**src/rtl/inc_pkg.sv**
```systemverilog
// Package for the neighbor compensation block: request codes, state encoding,
// controller/datapath command and status structs. No dependencies.
package inc_pkg;

    // store depth, tied to the 16-bit pixel index
    localparam int MAX_PIXELS = 65536;

    typedef enum logic [1:0] {
        REQ_LOAD = 2'd0,
        REQ_PASS = 2'd1,
        REQ_READ = 2'd2,
        REQ_NONE = 2'd3
    } t_req;

    typedef enum logic [1:0] {
        CFG_WIDTH  = 2'd0,
        CFG_HEIGHT = 2'd1,
        CFG_WINDOW = 2'd2
    } t_cfg_idx;

    typedef enum logic [3:0] {
        ST_IDLE,
        ST_LOAD,
        ST_READ,
        ST_READ_WAIT,
        ST_PIX_START,
        ST_WIN_ISSUE,
        ST_WIN_DRAIN,
        ST_ORIG_WAIT,
        ST_WRITE,
        ST_NEXT,
        ST_DONE
    } t_state;

    localparam int unsigned LUM_R = 13933;
    localparam int unsigned LUM_G = 46871;
    localparam int unsigned LUM_B = 4732;

    // controller -> datapath
    typedef struct packed {
        logic load_wr;    // write original and luminance
        logic rd_canvas;  // read canvas at the request index
        logic pass_init;  // capture frame limits and window size, clear y/x
        logic pix_init;   // clear window counters and sums
        logic win_step;   // issue one window read (or skip if clipped)
        logic orig_rd;    // read original of current pixel
        logic wr_result;  // write new canvas value
        logic pix_next;   // advance raster position
        logic cap_read;   // latch read data to result
        logic clear_res;  // zero result colour
    } t_cmd;

    // datapath -> controller
    typedef struct packed {
        logic win_last;   // window step issued was the final one
        logic pix_last;   // current pixel is the last of the frame
        logic frame_empty;
    } t_sts;

endpackage

```
**src/rtl/inc_ctrl.sv**
```systemverilog
// Controller state machine: sequences load, read and pass requests.
// Depends on inc_pkg; drives inc_datapath through t_cmd.
module inc_ctrl (
    input  logic           i_clk,
    input  logic           i_rst_n,
    input  logic           i_req_valid,
    input  inc_pkg::t_req  i_req,
    output logic           o_req_stall,
    output logic           o_res_valid,
    input  logic           i_res_stall,
    output logic [1:0]     o_done_kind,
    output inc_pkg::t_cmd  o_cmd,
    input  inc_pkg::t_sts  i_sts,
    input  logic           i_idx_ok
);
    import inc_pkg::*;

    t_state r_state, n_state;
    logic   r_res_valid, n_res_valid;
    logic [1:0] r_kind;
    logic   r_rd_ok;

    always_ff @(posedge i_clk) begin
        if (!i_rst_n) begin
            r_state     <= ST_IDLE;
            r_res_valid <= 1'b0;
        end else begin
            r_state     <= n_state;
            r_res_valid <= n_res_valid;
        end
    end

    logic accept;
    assign accept = i_req_valid && !o_req_stall;

    always_ff @(posedge i_clk) begin
        if (accept) begin
            r_kind  <= i_req;
            r_rd_ok <= i_idx_ok;
        end
    end

    // a result waiting in the output register holds off the next item
    assign o_req_stall = (r_state != ST_IDLE) || r_res_valid;

    always_comb begin
        n_state     = r_state;
        n_res_valid = r_res_valid && i_res_stall;
        o_cmd       = '0;
        case (r_state)
            ST_IDLE: begin
                if (accept) begin
                    o_cmd.clear_res = 1'b1;
                    case (i_req)
                        REQ_LOAD: begin
                            o_cmd.load_wr = 1'b1;
                            n_state = ST_DONE;
                        end
                        REQ_PASS: begin
                            o_cmd.pass_init = 1'b1;
                            n_state = ST_PIX_START;
                        end
                        REQ_READ: begin
                            o_cmd.rd_canvas = 1'b1;
                            n_state = ST_READ_WAIT;
                        end
                        default: n_state = ST_DONE;
                    endcase
                end
            end
            ST_READ_WAIT: begin
                o_cmd.cap_read = r_rd_ok;
                n_state = ST_DONE;
            end
            ST_PIX_START: begin
                o_cmd.pix_init = 1'b1;
                n_state = i_sts.frame_empty ? ST_DONE : ST_WIN_ISSUE;
            end
            ST_WIN_ISSUE: begin
                o_cmd.win_step = 1'b1;
                if (i_sts.win_last) n_state = ST_WIN_DRAIN;
            end
            ST_WIN_DRAIN: n_state = ST_ORIG_WAIT;  // last sum lands
            ST_ORIG_WAIT: n_state = ST_WRITE;
            ST_WRITE: begin
                o_cmd.wr_result = 1'b1;
                n_state = i_sts.pix_last ? ST_DONE : ST_NEXT;
            end
            ST_NEXT: begin
                o_cmd.pix_next = 1'b1;
                n_state = ST_PIX_START;
            end
            ST_DONE: begin
                n_res_valid = 1'b1;
                n_state = ST_IDLE;
            end
            default: n_state = ST_IDLE;
        endcase
    end

    assign o_res_valid = r_res_valid;
    assign o_done_kind = r_kind;
endmodule

```
**config.mk**
```make
export PLATFORM = sky130hd
export DESIGN_NAME = inc_ctrl
export DESIGN_NICKNAME = d
export VERILOG_FILES = /design/src/rtl/inc_pkg.sv /design/src/rtl/inc_ctrl.sv
export SDC_FILE = /design/constraint.sdc
export NUM_CORES = 1
export LEC_CHECK = 0
export BUFFER_PORTS_ARGS = -buffer_cell sky130_fd_sc_hd__clkbuf_2
export CORE_MARGIN = 2
export CORE_UTILIZATION = 30
export CTS_BUF_LIST = sky130_fd_sc_hd__clkbuf_8
export CTS_CLUSTER_DIAMETER = 80
export DETAILED_ROUTE_END_ITERATION = 7
export HOLD_SLACK_MARGIN = 0.12
export SYNTH_ARGS = -nofsm -noshare
export SYNTH_HDL_FRONTEND = slang
export SYNTH_SLANG_ARGS = --single-unit
```
**constraint.sdc**
```tcl
create_clock -name i_clk -period 1.6 [get_ports i_clk]
set_input_delay 0.16 -clock i_clk [delete_from_list [all_inputs] [get_ports i_clk]]
set_output_delay 0.16 -clock i_clk [all_outputs]
set_load 0.005 [all_outputs]
```
# Word level (Yosys, flattened, before mapping)
# Cells that the tools add are included.
# word_totals
output_inout_bits	14
inputBits	10
elab_cells	43
regBits	8
# op_classes
reduce_logical	8
mux	19
n_eq_ne	12
# ops
op	count
one-hot mux 4 bit (8 select lines)	1
equality test 4 x 3 -> 1 bit, second input constant	4
equality test 4 bit, second input constant	3
two-way mux 4 bit	3
two-way mux 1 bit	11
one-hot mux 4 bit (2 select lines)	1
two-way mux 3 bit	2
equality test 4 x 2 -> 1 bit, second input constant	1
logical NOT 4 bit	1
inequality test 2 bit, second input constant	2
nonzero test 4 bit	1
equality test 2 x 1 -> 1 bit, second input constant	1
equality test 2 bit, second input constant	1
logical AND 1 bit	2
logical NOT 2 bit	1
two-way mux 2 bit	1
AND reduction 2 bit	1
logical NOT 1 bit	1
logical OR 1 bit	1

# Longest topological paths before layout
# logic_depth
depth_word	6
mapped_depth	6
depth_no_buf	6

# Worst setup path after synthesis
# OpenSTA, ideal clock, no wires.
# synth_timing
kind	register to register
start	reg r_state[2]
end	reg r_state[0]
path_slack_ps	347
required_time_ps	1485
path_buffers	1
period_less_slack_ps	1253
arrival_time_ps	1137
setup_time_ps	115
stages_incl_launch_ff	6
cell_sequence	dfxtp_1 > buf_4 > nor2_1 > nand3_1 > a32oi_1 > and3b_1
# synth_via
elab_chain_len	6
word_cells_on_any_way	16
cone_classes	9 x eq/ne; 1 x mux; 6 x reduce/logical
# synth_rtl
element	line	source
from (decl)	inc_ctrl.sv:18	t_state r_state, n_state;
from (signal assigned)	inc_ctrl.sv:28	r_state <= n_state;
nonzero test 4 bit	inc_ctrl.sv:44	assign o_req_stall = (r_state != ST_IDLE) || r_res_valid;
logical OR 1 bit	inc_ctrl.sv:44	
logical NOT 1 bit	inc_ctrl.sv:34	assign accept = i_req_valid && !o_req_stall;
logical AND 1 bit	inc_ctrl.sv:34	
inequality test 2 bit (no line)	-	
AND reduction 2 bit (no line)	-	
# Parallel ways exist; a longest one is shown, timed or not.
# A chain may end at the register's enable or synchronous reset.

==> qor.csv <==
metric,value,unit
clock-sinks,8,
period_share,0.9405,
coreArea,0.002148,mm²
status,finished clean,
clk_pin_slew,0.04,ns
setup_violations,0,
cts_made_buffers,3,
drv_slew,0,
vdd_ir_drop_max,0.0007368,V
p_clk_frac,0.197,
ys_seq_elements,8,
area_growth,28.38,%
ys_seq_area_frac,0.2857,
cts_tree,yes,
power_frac_comb,0.469,
track_usage,0.1231,
start_kind,flop,
drt-initial-drc-count,8,
fmax,664.5,MHz
layout_commonest_cell,clkbuf_2,
start_util,0.3098,
hold_class,in -> reg,
most-common-layout-cells,"22 x clkbuf_2, 6 x and3_1, 5 x inv_1, 5 x ha_1",
powerDensity,1541,mW/mm²
finalHoldViolCount,0,
num_rows,17,
synth_edf_count,3,
root_buffer,clkbuf_8,
routedWlPerCell,11.52,µm
dieArea,0.002612,mm²
drt-total-wl,1.474,mm
utilization,0.3978,
period_needed,1.505,ns
synth_flop_cell,dfxtp_1,
die_height,51.11,µm
synth_cell_types,33,
clk_path_buf_depth,2,
io_pins,24,
drc,0,
worst-path-max-fanout,17,
arrival,1.34,ns
yosysWarnings,0,
clkLatencyLatePin,0.23,ns
grt_pass1_wl,2.359,mm
required,1.44,ns
layout.nets,116,
p_int,0.0007829,W
num_vias,648,
syn_area_per_cell,8.645,µm²
criticalPathCategory,reg -> out,
die_x,51.11,µm
p_leak,0.4036,nW
grt_pass1_vias,552,
ant_nets,0,
vias_per_cell,5.063,
final_layout_size_suffix_gt1_frac,0.3800,
diodes,0,
first_pass_iters,4,
n_fill_cell,217,
syn_area,665.6,µm²
syn_inst,77,
p_switching,0.0005342,W
async_reset_ff_frac,0,
cts_setup_buffers,0,
grt_max_degree,18,
gp_congestion,0.7588,
switching_share,0.4056,
post-dp-hpwl,1.106,mm
port_buffers,22,
rsz0062_at_grt,no,
finalSetupTns,0,ns
seqPwrFrac,0.334,
grt_overflow,0,
max_cap_viol_count,0,
grt_antenna_before_repair,0,
endpoint_kind,output pin,
worst_clock_skew,0.001046,ns
ctsHtreeMaxLevel,1,
synth_fp_nets,92,
[final timing paths]
kind              slack, ns  cells past startpoint                        to                     from
setup / recovery        0.1                      5                  o_cmd[9]  r_state[1]$_SDFFE_PN0P_
hold / removal         0.16                      1  o_done_kind[0]$_DFFE_PN_                 i_req[0]
setup reg to reg       0.21                      4   r_state[0]$_SDFFE_PN0P_  r_state[0]$_SDFFE_PN0P_
hold reg to reg        0.58                      2    o_res_valid$_SDFF_PN0_   o_res_valid$_SDFF_PN0_
[repair_timing]
item	in CTS	in global routing
hold endpoints to repair	1	0
gates resized for setup	5	4
endpoints found under the setup margin	5	9
hold buffers	1	0
[state kept, by name (all words and copies together), names as in the netlist]
register	flops
r_state	4
o_res_valid	1
o_done_kind	2
r_rd_ok	1
[cell usage after synthesis, types with 2 or more instances]
cell / n / area share
a22oi_1: 2 / 0.023
nand2b_1: 2 / 0.019
inv_1: 4 / 0.023
dfxtp_1: 5 / 0.15
a32oi_1: 3 / 0.039
ha_1: 5 / 0.094
nor2b_1: 4 / 0.038
nor2_1: 6 / 0.034
nand2_1: 3 / 0.017
o21ai_1: 2 / 0.015
and3_1: 6 / 0.056
edfxtp_1: 3 / 0.14
a21oi_1: 4 / 0.030
and2_1: 4 / 0.038
nand3_1: 2 / 0.015
or3_1: 2 / 0.019
nor4b_1: 2 / 0.026
buf_4: 3 / 0.034
[critical path, cell delays in order (launching register included)]
cell	delay, ns
dfxtp_4	0.40
nor2_2	0.16
nand2_1	0.11
nor2_2	0.17
and2_1	0.15
clkbuf_2	0.11
[through the flow]
stage          instance area [µm²]  hold WS (ns)  worst slack, ns  total power [W]  cells
6_report                     854.6        0.1626          0.09517         0.001317    128
5_1_grt                      854.6        0.1624         0.003124         0.001426    128
4_1_cts                      844.6        0.1570         0.004135         0.001307    128
3_5_place_dp                 779.5        0.3386           0.1035         0.001016    123
3_3_place_gp                 779.5        0.3392          0.07695         0.001011    123
2_1_floorplan                665.6        0.2589           0.3472        0.0008610     77
[area by class of cell]
cell class / count / area, µm² / area share
clock buffer: 3 / 41.29 / 0.04832
clock inverter: 1 / 3.754 / 0.004392
inverter: 5 / 18.77 / 0.02196
multi-input combinational: 59 / 430.4 / 0.5037
sequential: 8 / 197.7 / 0.2313
tap: 28 / 35.03 / 0.04100
timing repair buffer: 24 / 127.6 / 0.1493
[routing by layer]
| metal | part of all wire | GRT usage | wire length, µm | vias to the layer above |
|---|---|---|---|---|
| met5 | 0 | 0 | 0 | - |
| met4 | 0.031 | 0.09459 | 46 | 0 |
| met3 | 0.054 | 0.01754 | 79 | 5 |
| met2 | 0.44 | 0.1905 | 652 | 21 |
| met1 | 0.47 | 0.1526 | 695 | 299 |
| li1 | - | - | - | 323 |
[power groups by stage]
stage / combinational, W / sequential, W / clock [W]
2_1_floorplan: 0.000529 / 0.000332 / 0
3_3_place_gp: 0.000595 / 0.000416 / 0
3_5_place_dp: 0.000596 / 0.000420 / 0
4_1_cts: 0.000617 / 0.000425 / 0.000265
5_1_grt: 0.000690 / 0.000462 / 0.000275
6_report: 0.000618 / 0.000440 / 0.000259
[cells by family (layout without fill, tap and decap cells)]
logic type	after synthesis	in the layout	share of synthesized area
AO/OA/AOI/OAI	16	16	0.1786
AND/OR/NAND/NOR	37	37	0.3496
buffers and inverters	10	33	0.08644
flip-flops	8	8	0.2857
other	1	1	0.005634
adder cells (fa/ha/maj)	5	5	0.09398
(Power assumes the default switching activity.)
